## src/rtl/bir_pkg.sv

```systemverilog
// Shared types, constants and arithmetic helpers of the bilinear image resampler.
package bir_pkg;

   localparam int SIZE_W      = 13;
   localparam int CH_W        = 3;
   localparam int CHAN_W      = 2;
   localparam int COORD_W     = 12;
   localparam int INDEX_W     = 16;
   localparam int VALUE_W     = 32;
   localparam int CSR_INDEX_W = 3;
   localparam int FRAC_W      = 16;
   localparam int NUM_W       = COORD_W + SIZE_W;
   localparam int DIVD_W      = NUM_W + FRAC_W + 1;
   localparam int ROW_W       = 2 * SIZE_W;
   localparam int PIX_W       = ROW_W + 1;
   localparam int IDX_W       = PIX_W + CH_W;
   localparam int DIFF_W      = VALUE_W + 1;
   localparam int PROD_W      = FRAC_W + 1 + DIFF_W;
   localparam int RND_W       = PROD_W - FRAC_W;
   localparam int QUEUE_DEPTH = 2;

   localparam logic CMD_LOAD   = 1'b0;
   localparam logic CMD_SAMPLE = 1'b1;

   typedef enum logic [CSR_INDEX_W-1:0] {
      CSR_SRC_WIDTH     = 3'd0,
      CSR_SRC_HEIGHT    = 3'd1,
      CSR_CHANNEL_COUNT = 3'd2,
      CSR_DST_WIDTH     = 3'd3,
      CSR_DST_HEIGHT    = 3'd4
   } csr_index_type;

   typedef enum logic [1:0] {
      KIND_LOAD,
      KIND_FAIL,
      KIND_SAMPLE
   } kind_type;

   typedef struct packed {
      logic                      command;
      logic [INDEX_W-1:0]        sample_index;
      logic signed [VALUE_W-1:0] sample_value;
      logic [COORD_W-1:0]        out_x;
      logic [COORD_W-1:0]        out_y;
      logic [CHAN_W-1:0]         channel;
   } req_type;

   typedef struct packed {
      logic signed [VALUE_W-1:0] result_value;
      logic                      error;
   } rsp_type;

   typedef struct packed {
      logic [SIZE_W-1:0] src_width;
      logic [SIZE_W-1:0] src_height;
      logic [CH_W-1:0]   channel_count;
      logic [SIZE_W-1:0] dst_width;
      logic [SIZE_W-1:0] dst_height;
   } cfg_type;

   typedef struct packed {
      kind_type kind;
      req_type  req;
   } entry_type;

   typedef struct packed {
      logic [SIZE_W-1:0] ip;
      logic [FRAC_W-1:0] frac;
   } coord_type;

   // Quotient carries one extra fraction bit; add one and halve to round half up.
   function automatic coord_type map_coord(logic [DIVD_W-1:0] q, logic [SIZE_W-1:0] src,
                                           logic bypass);
      logic [DIVD_W:0]        inc;
      logic [DIVD_W-1:0]      t;
      logic [RND_W-1:0]       dummy;
      logic [DIVD_W-FRAC_W-1:0] ip;
      coord_type              c;
      dummy = '0;
      inc = {1'b0, q} + (DIVD_W+1)'(1);
      t   = inc[DIVD_W:1];
      ip  = t[DIVD_W-1:FRAC_W];
      c   = '0;
      if (bypass || dummy != '0) begin
         c = '0;
      end else if (ip > (DIVD_W-FRAC_W)'(src - SIZE_W'(1))) begin
         c.ip   = src - SIZE_W'(1);
         c.frac = '0;
      end else begin
         c.ip   = ip[SIZE_W-1:0];
         c.frac = t[FRAC_W-1:0];
      end
      return c;
   endfunction

   // a + round(p / 2^16), half towards plus infinity.
   function automatic logic signed [VALUE_W-1:0] blend_add(logic signed [VALUE_W-1:0] a,
                                                           logic signed [PROD_W-1:0] p);
      logic signed [PROD_W-1:0] s;
      logic signed [RND_W-1:0]  r;
      logic signed [RND_W-1:0]  sum;
      s   = p + PROD_W'(1 << (FRAC_W - 1));
      r   = s[PROD_W-1:FRAC_W];
      sum = RND_W'(a) + r;
      return sum[VALUE_W-1:0];
   endfunction

endpackage

```

## src/rtl/bir_queue.sv

```systemverilog
// Short queue of classified words between front and back end.
module bir_queue (
   input  logic               clock,
   input  logic               reset,
   input  logic               push,
   input  bir_pkg::entry_type entry_in,
   output logic               full,
   input  logic               pop,
   output bir_pkg::entry_type entry_out,
   output logic               empty
);

   localparam int PTR_W = (bir_pkg::QUEUE_DEPTH > 1) ? $clog2(bir_pkg::QUEUE_DEPTH) : 1;

   bir_pkg::entry_type entries_ff [bir_pkg::QUEUE_DEPTH];
   logic [PTR_W-1:0]   wr_ptr_ff;
   logic [PTR_W-1:0]   rd_ptr_ff;
   logic [PTR_W:0]     count_ff;
   logic               do_push;
   logic               do_pop;

   assign full      = (count_ff == (PTR_W+1)'(bir_pkg::QUEUE_DEPTH));
   assign empty     = (count_ff == '0);
   assign do_push   = push && !full;
   assign do_pop    = pop && !empty;
   assign entry_out = entries_ff[rd_ptr_ff];

   always_ff @(posedge clock) begin
      if (do_push) begin
         entries_ff[wr_ptr_ff] <= entry_in;
      end
   end

   always_ff @(posedge clock) begin
      if (reset) begin
         wr_ptr_ff <= '0;
         rd_ptr_ff <= '0;
         count_ff  <= '0;
      end else begin
         if (do_push) begin
            wr_ptr_ff <= (wr_ptr_ff == PTR_W'(bir_pkg::QUEUE_DEPTH - 1)) ? '0 :
                         wr_ptr_ff + PTR_W'(1);
         end
         if (do_pop) begin
            rd_ptr_ff <= (rd_ptr_ff == PTR_W'(bir_pkg::QUEUE_DEPTH - 1)) ? '0 :
                         rd_ptr_ff + PTR_W'(1);
         end
         if (do_push && !do_pop) begin
            count_ff <= count_ff + (PTR_W+1)'(1);
         end else if (do_pop && !do_push) begin
            count_ff <= count_ff - (PTR_W+1)'(1);
         end
      end
   end

endmodule

```

## config.mk

```make
export PLATFORM = sky130hd
export DESIGN_NAME = bir_queue
export DESIGN_NICKNAME = d
export VERILOG_FILES = /design/src/rtl/bir_pkg.sv /design/src/rtl/bir_queue.sv
export SDC_FILE = /design/constraint.sdc
export NUM_CORES = 1
export LEC_CHECK = 0
export ABC_AREA = 1
export BUFFER_PORTS_ARGS = -buffer_cell sky130_fd_sc_hd__buf_2
export CAP_MARGIN = 20
export CORE_ASPECT_RATIO = 1.1
export CORE_MARGIN = 5
export CORE_UTILIZATION = 56
export DETAILED_ROUTE_END_ITERATION = 7
export PLACE_DENSITY = 0.9
export SLEW_MARGIN = 20
export SYNTH_ARGS = -nofsm -noshare
export SYNTH_HDL_FRONTEND = slang
export SYNTH_SLANG_ARGS = --single-unit
export TNS_END_PERCENT = 30
```

## constraint.sdc

```tcl
create_clock -name clock -period 11.3 [get_ports clock]
set_input_delay 2.26 -clock clock [delete_from_list [all_inputs] [get_ports clock]]
set_output_delay 2.26 -clock clock [all_outputs]
set_load 0.01 [all_outputs]
```

==> summary.txt <==
Status
  • Status: completed

Timing
  • Period utilisation layout: 0.377
  • Setup TNS: 0 ns
  • Peak Freq: 0.234 GHz
  • Final Setup Violations: 0
  • Slew Limit Fails: 0
  • Hold slack: 0.574 ns
  • Slew Limit Headroom: 0.314
  • Hold Fails Final Rpt: 0
  • RSZ-0062 raised after global routing: false
  • Fin crit period: roughly 4.3 ns
  • Slew at the pin closest to its max-slew limit: just over 1 ns
  • Final Skew: 0.00714 ns

Worst setup path
  • Critical path data required time: 9.04 ns
  • Reg2Reg Depth: 3
  • Critical Path End: entry_out[61]
  • CP bufs+invs: 2
  • Largest stage delay, worst path: 0.73 ns
  • Top delay family on crit path: flip-flops
  • Worst Path Arrival: 2.01 ns
  • Crit path kind: reg -> out
  • Worst R2R Start: count_ff[0]
  • Worst path depth: 3
  • FF-to-FF End: entries_ff[0][18]
  • Worst Setup End Kind: output port
  • Slowest CP cell: dfxtp_4
  • Reg2reg setup slack: 9.16 ns
  • Crit path launch type: flip-flop
  • CP Max Fanout: 41
  • CP cell instances: buf_12, mux2_2, buf_2

Clocking
  • Clock sink total: 159
  • Clk buf depth: 2
  • CTS tree: yes
  • Post-CTS Resized: 0
  • Postcts setup bufs: 0
  • Clk_lat worst skew: 0.41 ns
  • CTS H-Tree Depth: 4
  • Clock transition at path regs: 0.06 ns
  • Num CTS Buffers: 17
  • Hold buffers post-CTS: 0
  • CTS root buffer: clkbuf_16

Detailed routing
  • Met2 Wirelength: 5290 um
  • Via Count: 3,065
  • Top Layer Used: met4
  • Drt wl/cell: 17.1 um
  • Wl on met1: 4010 um
  • Number of vias per cell: a little over 5
  • Met3 wire length: approximately 860 um
  • Overall routed net length: 10,300 um
  • Residual DRC count: 0
  • Iteration-0 DRC Markers: 153
  • Final ANT Viol Nets: 0
  • DRT Pass-1 Iters: 4

Synth
  • Post-synthesis cell type count: 16
  • Synth Area per Inst: ~21 um^2
  • Ranking of synthesized cells by area: edfxtp_1, mux2_2, mux2_4, dfxtp_1, buf_8
  • Largest area contributor in the synthesized netlist: edfxtp_1
  • Mapped Area: 5930 um^2
  • Cells after Synth: between 200 and 300
  • Yosys warnings: 0
  • Yosys reg bits: 159
  • Top-area cell type share of the netlist area: 0.779
  • Sequential fraction of the synthesis area: 0.796
  • Syn_nets: about 360

Floorplanning
  • Die Area: around 13,000 um^2
  • Die H: 118 um
  • Boundary Pins: between 150 and 200
  • Starting Density: 0.571
  • DIE WIDTH: 108 um
  • Rows: 39
  • Core Area: just over 10,000 um^2

Pwr
  • Max VDD drop: between 100 and 150 uV
  • Leak: 2.88 nW
  • PD cells: about 230 nW/um^2
  • Total power: ~1.7 mW

Placed design
  • RePlAce Congestion: 0.707
  • DP HPWL: 6650 um
  • DP Area: 6860 um^2
  • # port buffers: 159
  • Placed cells: 572

Finish
  • Commonest cells after routing, fill and taps aside: buf_2, edfxtp_1, mux2_2
  • Area grow syn2layout: 25.9%
  • Fraction of layout cells with a size suffix above 1: 0.587
  • Final cell count without fillers: 605
  • # fillers: 652
  • Final Cell Area: between 7000 and 8000 um^2
  • Multi-input gate area in the final layout: 1100 um^2
  • # nets final: 531
  • Antenna Cells: 0
  • Most common cell after layout, fill and taps aside: buf_2
  • FF/Latch Area: approximately 4700 um^2

Global route
  • First-pass GRT wire length: 16,100 um
  • Initial antenna violation count: 0
  • Vias in the first global route: 3,186
  • GR Overflow Total: 0
  • GRT Util Overall: 0.167
  • Largest net degree at the start of global routing: 78

Worst hold path
  • Min-delay worst type: reg -> reg

Run
  • Max Cap Viol: 0
layer usage:
layer	vias up	GRT usage
met2	124	0.272
li1	1422	-
met1	1505	0.201
met5	-	0
met3	14	0.0642
met4	0	0.0671
worst register-to-register path, cell delays in order, from the launching register on:
cell and delay, ns:
dfxtp_1 0.41, o21ai_0 0.33, nor2_4 0.17, buf_4 0.78
state kept, by name (all words and copies together), names as in the netlist, named ones only:
register    count
rd_ptr_ff       1
count_ff        2
entries_ff    154
wr_ptr_ff       1
power breakdown:
| part | switching [mW] | leakage, nW | internal [mW] |
|---|---|---|---|
| clock | 0.217 | 0.282 | 0.346 |
| combinational | 0.183 | 1.12 | 0.176 |
| sequential | 0.0380 | 1.48 | 0.748 |
| total | 0.438 | 2.88 | 1.27 |
cells in the mapped netlist:
cell,n
inv_1,9
nand4_1,1
buf_8,3
buf_6,2
mux2_4,30
nand2_1,4
nand3_1,1
nor2_1,9
a21oi_1,1
edfxtp_1,154
o21ai_0,5
mux2_2,47
and2_1,1
buf_2,4
ha_1,1
dfxtp_1,5
how the worst min path moves through the flow:
stage / start / end / slack, ns / cells past startpoint
detailed placement: wr_ptr_ff / wr_ptr_ff / 0.54 / 2
finish: count_ff[0] / count_ff[0] / 0.57 / 2
global placement: wr_ptr_ff / wr_ptr_ff / 0.52 / 2
floorplan: wr_ptr_ff / wr_ptr_ff / 0.48 / 2
global route: count_ff[0] / count_ff[0] / 0.58 / 2
CTS: count_ff[0] / count_ff[0] / 0.57 / 2
kinds of logic after synthesis:
group | share of synthesized area
and+or+nand+nor | 0.0112
DFF | 0.796
buffers and inverters | 0.0205
adders and majority gates | 0.00211
AOI/OAI and AO/OA | 0.00506
muxes | 0.165
area by class of cell:
type / count / share of cell area
clock buffers: 17 / 0.0570
clock inverters: 15 / 0.0226
inverters: 9 / 0.00452
multi-input cells: 100 / 0.148
flip-flops and latches: 159 / 0.633
well taps: 143 / 0.0240
repair buffers: 162 / 0.111
per-stage QoR:
stage | utilization | worst slack [ns]
after floorplan | - | 5.16
after global placement | 0.660 | 7.31
after detailed placement | 0.660 | 7.27
after CTS | 0.717 | 6.83
after global routing | 0.719 | 6.90
final | 0.719 | 7.03
Power figures use the tool's default switching activity.
