===== config.mk =====
export PLATFORM = sky130hd
export DESIGN_NAME = bir_front
export DESIGN_NICKNAME = d
export VERILOG_FILES = /design/src/rtl/bir_pkg.sv /design/src/rtl/bir_front.sv
export SDC_FILE = /design/constraint.sdc
export NUM_CORES = 1
export LEC_CHECK = 0
export ABC_AREA = 1
export ABC_CLOCK_PERIOD_IN_PS = 6980
export BUFFER_PORTS_ARGS = -buffer_cell sky130_fd_sc_hd__buf_2
export CORE_AREA = 8 8 217 219
export CTS_CLUSTER_SIZE = 8
export DETAILED_ROUTE_END_ITERATION = 8
export DIE_AREA = 0 0 225 227
export HOLD_SLACK_MARGIN = 0.08
export MAX_ROUTING_LAYER = met4
export PLACE_DENSITY_LB_ADDON = 0.2
export SLEW_MARGIN = 25
export SYNTH_ARGS = -nofsm -noshare
export SYNTH_HDL_FRONTEND = slang
export SYNTH_SLANG_ARGS = --single-unit

===== constraint.sdc =====
create_clock -name clock -period 6.98 [get_ports clock]
set_input_delay 0.698 -clock clock [delete_from_list [all_inputs] [get_ports clock]]
set_output_delay 0.698 -clock clock [all_outputs]
set_load 0.005 [all_outputs]

===== src/rtl/bir_pkg.sv =====
// Shared types, constants and arithmetic helpers of the bilinear image resampler.
package bir_pkg;

   localparam int SIZE_W      = 13;
   localparam int CH_W        = 3;
   localparam int CHAN_W      = 2;
   localparam int COORD_W     = 12;
   localparam int INDEX_W     = 16;
   localparam int VALUE_W     = 32;
   localparam int CSR_INDEX_W = 3;
   localparam int FRAC_W      = 16;
   localparam int NUM_W       = COORD_W + SIZE_W;
   localparam int DIVD_W      = NUM_W + FRAC_W + 1;
   localparam int ROW_W       = 2 * SIZE_W;
   localparam int PIX_W       = ROW_W + 1;
   localparam int IDX_W       = PIX_W + CH_W;
   localparam int DIFF_W      = VALUE_W + 1;
   localparam int PROD_W      = FRAC_W + 1 + DIFF_W;
   localparam int RND_W       = PROD_W - FRAC_W;
   localparam int QUEUE_DEPTH = 2;

   localparam logic CMD_LOAD   = 1'b0;
   localparam logic CMD_SAMPLE = 1'b1;

   typedef enum logic [CSR_INDEX_W-1:0] {
      CSR_SRC_WIDTH     = 3'd0,
      CSR_SRC_HEIGHT    = 3'd1,
      CSR_CHANNEL_COUNT = 3'd2,
      CSR_DST_WIDTH     = 3'd3,
      CSR_DST_HEIGHT    = 3'd4
   } csr_index_type;

   typedef enum logic [1:0] {
      KIND_LOAD,
      KIND_FAIL,
      KIND_SAMPLE
   } kind_type;

   typedef struct packed {
      logic                      command;
      logic [INDEX_W-1:0]        sample_index;
      logic signed [VALUE_W-1:0] sample_value;
      logic [COORD_W-1:0]        out_x;
      logic [COORD_W-1:0]        out_y;
      logic [CHAN_W-1:0]         channel;
   } req_type;

   typedef struct packed {
      logic signed [VALUE_W-1:0] result_value;
      logic                      error;
   } rsp_type;

   typedef struct packed {
      logic [SIZE_W-1:0] src_width;
      logic [SIZE_W-1:0] src_height;
      logic [CH_W-1:0]   channel_count;
      logic [SIZE_W-1:0] dst_width;
      logic [SIZE_W-1:0] dst_height;
   } cfg_type;

   typedef struct packed {
      kind_type kind;
      req_type  req;
   } entry_type;

   typedef struct packed {
      logic [SIZE_W-1:0] ip;
      logic [FRAC_W-1:0] frac;
   } coord_type;

   // Quotient carries one extra fraction bit; add one and halve to round half up.
   function automatic coord_type map_coord(logic [DIVD_W-1:0] q, logic [SIZE_W-1:0] src,
                                           logic bypass);
      logic [DIVD_W:0]        inc;
      logic [DIVD_W-1:0]      t;
      logic [RND_W-1:0]       dummy;
      logic [DIVD_W-FRAC_W-1:0] ip;
      coord_type              c;
      dummy = '0;
      inc = {1'b0, q} + (DIVD_W+1)'(1);
      t   = inc[DIVD_W:1];
      ip  = t[DIVD_W-1:FRAC_W];
      c   = '0;
      if (bypass || dummy != '0) begin
         c = '0;
      end else if (ip > (DIVD_W-FRAC_W)'(src - SIZE_W'(1))) begin
         c.ip   = src - SIZE_W'(1);
         c.frac = '0;
      end else begin
         c.ip   = ip[SIZE_W-1:0];
         c.frac = t[FRAC_W-1:0];
      end
      return c;
   endfunction

   // a + round(p / 2^16), half towards plus infinity.
   function automatic logic signed [VALUE_W-1:0] blend_add(logic signed [VALUE_W-1:0] a,
                                                           logic signed [PROD_W-1:0] p);
      logic signed [PROD_W-1:0] s;
      logic signed [RND_W-1:0]  r;
      logic signed [RND_W-1:0]  sum;
      s   = p + PROD_W'(1 << (FRAC_W - 1));
      r   = s[PROD_W-1:FRAC_W];
      sum = RND_W'(a) + r;
      return sum[VALUE_W-1:0];
   endfunction

endpackage


===== src/rtl/bir_front.sv =====
// Front end: accepts a word, checks sizes and coordinates, classifies it for the back end.
module bir_front #(
   parameter int MAX_SAMPLES  = 65536,
   parameter int MAX_CHANNELS = 4,
   parameter int MAX_DIM      = 4096
) (
   input  logic               clock,
   input  logic               reset,
   input  bir_pkg::cfg_type   cfg,
   input  logic               push,
   input  bir_pkg::req_type   req_word,
   output logic               full,
   input  logic               q_full,
   output logic               q_push,
   output bir_pkg::entry_type q_entry
);

   typedef enum logic [1:0] {F_IDLE, F_CHK, F_CLASSIFY, F_PUSH} state_type;

   state_type                         state_ff;
   bir_pkg::req_type                  item_ff;
   bir_pkg::kind_type                 kind_ff;
   logic                              range_ok_ff;
   logic [bir_pkg::ROW_W-1:0]         area_src_ff;
   logic [bir_pkg::ROW_W-1:0]         area_dst_ff;

   logic                              range_ok_in;
   logic [bir_pkg::ROW_W+bir_pkg::CH_W-1:0] volume;
   bir_pkg::kind_type                 kind_in;

   always_comb begin
      range_ok_in = cfg.src_width != '0 && 32'(cfg.src_width) <= 32'(MAX_DIM) &&
                    cfg.src_height != '0 && 32'(cfg.src_height) <= 32'(MAX_DIM) &&
                    cfg.channel_count != '0 &&
                    32'(cfg.channel_count) <= 32'(MAX_CHANNELS) &&
                    cfg.dst_width != '0 && 32'(cfg.dst_width) <= 32'(MAX_DIM) &&
                    cfg.dst_height != '0 && 32'(cfg.dst_height) <= 32'(MAX_DIM);
      volume = (bir_pkg::ROW_W+bir_pkg::CH_W)'(area_src_ff) *
               (bir_pkg::ROW_W+bir_pkg::CH_W)'(cfg.channel_count);
      if (item_ff.command == bir_pkg::CMD_LOAD) begin
         kind_in = (32'(item_ff.sample_index) < 32'(MAX_SAMPLES)) ?
                   bir_pkg::KIND_LOAD : bir_pkg::KIND_FAIL;
      end else if (range_ok_ff && 32'(volume) <= 32'(MAX_SAMPLES) &&
                   32'(area_dst_ff) <= 32'(MAX_SAMPLES) &&
                   bir_pkg::SIZE_W'(item_ff.out_x) < cfg.dst_width &&
                   bir_pkg::SIZE_W'(item_ff.out_y) < cfg.dst_height &&
                   bir_pkg::CH_W'(item_ff.channel) < cfg.channel_count) begin
         kind_in = bir_pkg::KIND_SAMPLE;
      end else begin
         kind_in = bir_pkg::KIND_FAIL;
      end
   end

   always_ff @(posedge clock) begin
      if (reset) begin
         state_ff <= F_IDLE;
      end else begin
         unique case (state_ff)
            F_IDLE: begin
               if (push) begin
                  item_ff  <= req_word;
                  state_ff <= F_CHK;
               end
            end
            F_CHK: begin
               area_src_ff <= bir_pkg::ROW_W'(cfg.src_width) * bir_pkg::ROW_W'(cfg.src_height);
               area_dst_ff <= bir_pkg::ROW_W'(cfg.dst_width) * bir_pkg::ROW_W'(cfg.dst_height);
               range_ok_ff <= range_ok_in;
               state_ff    <= F_CLASSIFY;
            end
            F_CLASSIFY: begin
               kind_ff  <= kind_in;
               state_ff <= F_PUSH;
            end
            F_PUSH: begin
               if (!q_full) begin
                  state_ff <= F_IDLE;
               end
            end
            default: state_ff <= F_IDLE;
         endcase
      end
   end

   assign full          = (state_ff != F_IDLE);
   assign q_push        = (state_ff == F_PUSH) && !q_full;
   assign q_entry.kind  = kind_ff;
   assign q_entry.req   = item_ff;

endmodule


==> results.tsv <==
metric	value	unit
outcome	complete, no violations	
layout_commonest_cell	inv_1	
cts_tree	done	
finalSetupViolCount	0	
path_cells	buf_2 > nand2_1 > fa_1 > inv_1 > fa_1 > inv_1 > fa_1 > inv_1 > fa_1 > inv_1 > fa_1 > inv_1 > ha_1 > nand2_1 > nor4_1 > nand4_1 > nand3_1 > a31oi_1 > xor2_1	
critPathMaxStageDelay	0.54	ns
final_cell_mix	inv_1, nand2_1, fa_1, buf_2, ha_1	
num_antenna_cells	0	
syn_area_per_cell	8.104	µm²
cts.sinks	132	
port_buffers	212	
dp_hpwl	39.09	mm
finalHoldViolations	0	
wl_per_cell	14.99	µm
track_usage	0.1966	
wirelength	47.30	mm
slew_viol_final	0	
slew_headroom	0.4459	
cts_setup_buffers	0	
finalNetCount	3148	
ff2ff_setup_slack	3.62	ns
maxCapViolations	0	
dp_slack	1.032	ns
worstPathRequired	7.16	ns
ios	213	
synth.distinct_cells	42	
coreArea	43640	µm²
numCtsBuffers	17	
first_iter_violations	1002	
switching_share	0.5084	
drive_above_1_share	0.1038	
clockPowerShare	0.111	
cp_max_fo	14	
leakagePower	12.27	nW
grt_pass1_vias	16020	
multi_input_area	12630	µm²
worstSetupStartpoint	cfg[47]	
regToRegEndpoint	kind_ff[0]	
combinationalPowerShare	0.720	
hp-class	input pin to register	
grt_max_degree	69	
synth_top_area_frac	0.2771	
post-route-period-util	0.7907	
fin_skew	0.01676	ns
cts-root-buf	clkbuf_16	
finalWorstSetupSlack	1.461	ns
cp_slowest_cell	fa_1	
path_clk_slew	0.08	ns
dieWidth	225	µm
fillerInstances	4285	
timing.fmax	0.1812	GHz
avgViaCountPerCell	4.941	
ys_seq_area_frac	0.2045	
num_rows	77	
clk_latency	0.45	ns
dieArea	51080	µm²
mappedNetlistArea	19290	µm²
fin_crit	5.519	ns
hold_path_depth	1	
grt-ovfl-total	0	
clockBufferDepth	2	
synth_area_leaders	fa_1, edfxtp_1, inv_1	
dr.pass1.iters	5	
h-tree-depth	4	
worstRegToRegCells	19	
arrival	5.70	ns
seq_power_share	0.170	
tightest_slew	0.8312	ns
antenna_found_initial	0	
ir_drop	0.0003173	V
syn_inst	2380	
start_util	0.4420	
ys_ff_latch	132	
dieHeight	227	µm
cp-end-kind	register	
drc_errors	0	
critPathKind	input pin to register	
finalSetupTns	0	ns
area_delta_synth_final	11.44	%
rsz0062_at_grt	no	
switchingPower	0.004320	W
holdBufCountCts	0	
cp-start-kind	input pin	
syn-num-nets	2978	
yosysTopAreaCell	fa_1	
vias	15590	
endpoint	area_src_ff[25]	
place_congestion	0.9084	
grt_first_pass_wirelength	78.67	mm
post_cts_resized	0	
yosysWarnings	0	
regArea	3944	µm²
powerDensity	395.3	nW/µm²
r2r_start	area_src_ff[2]	
ant_nets	0	
p_int	0.004177	W
[layer usage]
layer	global-route usage	vias to the layer above	part of all wire
met1	0.2508	7616	0.44
met2	0.3188	459	0.48
li1	-	7459	-
met4	0.05676	0	0.022
met3	0.03581	54	0.065
met5	-	-	0
[critical path, delay by kind of cell]
family | cells | cell delay, ns
AND/OR/NAND/NOR | 5 | 1.10
XOR/XNOR | 1 | 0.17
buffers and inverters | 6 | 0.56
adder cells (fa/ha/maj) | 6 | 3.05
AO/OA/AOI/OAI | 1 | 0.11
[cells in the mapped netlist]
| cell | n |
|---|---|
| nand4_1 | 26 |
| and3_1 | 2 |
| nor2_1 | 83 |
| clkbuf_1 | 56 |
| nor4_1 | 15 |
| o221ai_1 | 1 |
| inv_1 | 662 |
| and2_0 | 1 |
| nor3_2 | 1 |
| nor2_4 | 1 |
| a211oi_1 | 4 |
| o21ai_1 | 2 |
| xor2_1 | 35 |
| a21oi_2 | 4 |
| a2111o_1 | 1 |
| a21boi_0 | 2 |
| xnor2_1 | 16 |
| nor3_1 | 18 |
| edfxtp_1 | 130 |
| nor2_2 | 1 |
| dfxtp_1 | 2 |
| ha_1 | 197 |
| o211a_1 | 2 |
| buf_1 | 4 |
| nand2_1 | 646 |
| inv_2 | 2 |
| o311ai_0 | 1 |
| nand3b_1 | 10 |
| buf_2 | 3 |
| o31ai_1 | 1 |
| a2111oi_0 | 1 |
| o21ai_0 | 29 |
| nand2_2 | 6 |
| a31oi_1 | 6 |
| fa_1 | 267 |
| o21a_1 | 1 |
| o211ai_1 | 3 |
| nand3_2 | 3 |
| a21o_1 | 6 |
| nand3_1 | 54 |
| o21bai_1 | 10 |
| a21oi_1 | 65 |
[cells by family (layout without fill, tap and decap cells)]
group,after synthesis,count (layout),share of synthesized area
AND/OR/NAND/NOR,867,867,0.1836
buffers and inverters,727,910,0.1417
adder cells (fa/ha/maj),464,464,0.4049
AO/OA/AOI/OAI,139,139,0.04216
flip-flops,132,132,0.2045
XOR/XNOR,51,51,0.02316
[registers in the layout, summed over array words and instances (netlist names)]
signal,flops
area_src_ff,26
range_ok_ff,1
area_dst_ff,26
state_ff,2
q_entry,75
kind_ff,2
[layout make-up]
| type | instances | area share |
|---|---|---|
| inverters | 664 | 0.1159 |
| well taps | 592 | 0.03446 |
| clock buffers | 17 | 0.01979 |
| multi-input cells | 1521 | 0.5874 |
| repair buffers | 214 | 0.05006 |
| flip-flops and latches | 132 | 0.1835 |
| clock inverters | 15 | 0.008847 |
[power by group through the flow]
stage	Combinational [W]	Clock [W]	Sequential, W
detailed placement	0.00609	0	0.00146
finish	0.00612	0.000940	0.00144
global placement	0.00604	0	0.00146
CTS	0.00613	0.000966	0.00144
floorplan	0.00461	0	0.00145
global route	0.00705	0.000994	0.00147
[stage by stage]
stage | area (µm²) | util | cells | power [W] | hold slack [ns]
6_report | 21500 | 0.4925 | 3155 | 0.008497 | 0.4132
5_1_grt | 21500 | 0.4925 | 3155 | 0.009511 | 0.3885
3_5_place_dp | 20880 | 0.4784 | 3123 | 0.007547 | 0.5453
3_3_place_gp | 20880 | 0.4784 | 3123 | 0.007499 | 0.5209
4_1_cts | 21500 | 0.4925 | 3155 | 0.008539 | 0.3853
2_1_floorplan | 19290 | - | 2380 | 0.006064 | 0.4985
[worst min-delay path by stage]
stage / startpoint / endpoint / slack (ns)
final: req_word[11] / q_entry[11] / 0.41
after global routing: req_word[11] / q_entry[11] / 0.39
after global placement: state_ff[1] / state_ff[1] / 0.52
after CTS: req_word[11] / q_entry[11] / 0.39
after detailed placement: state_ff[1] / state_ff[1] / 0.55
after floorplan: state_ff[1] / state_ff[1] / 0.50
No activity file was read; power rests on OpenSTA's default activity.
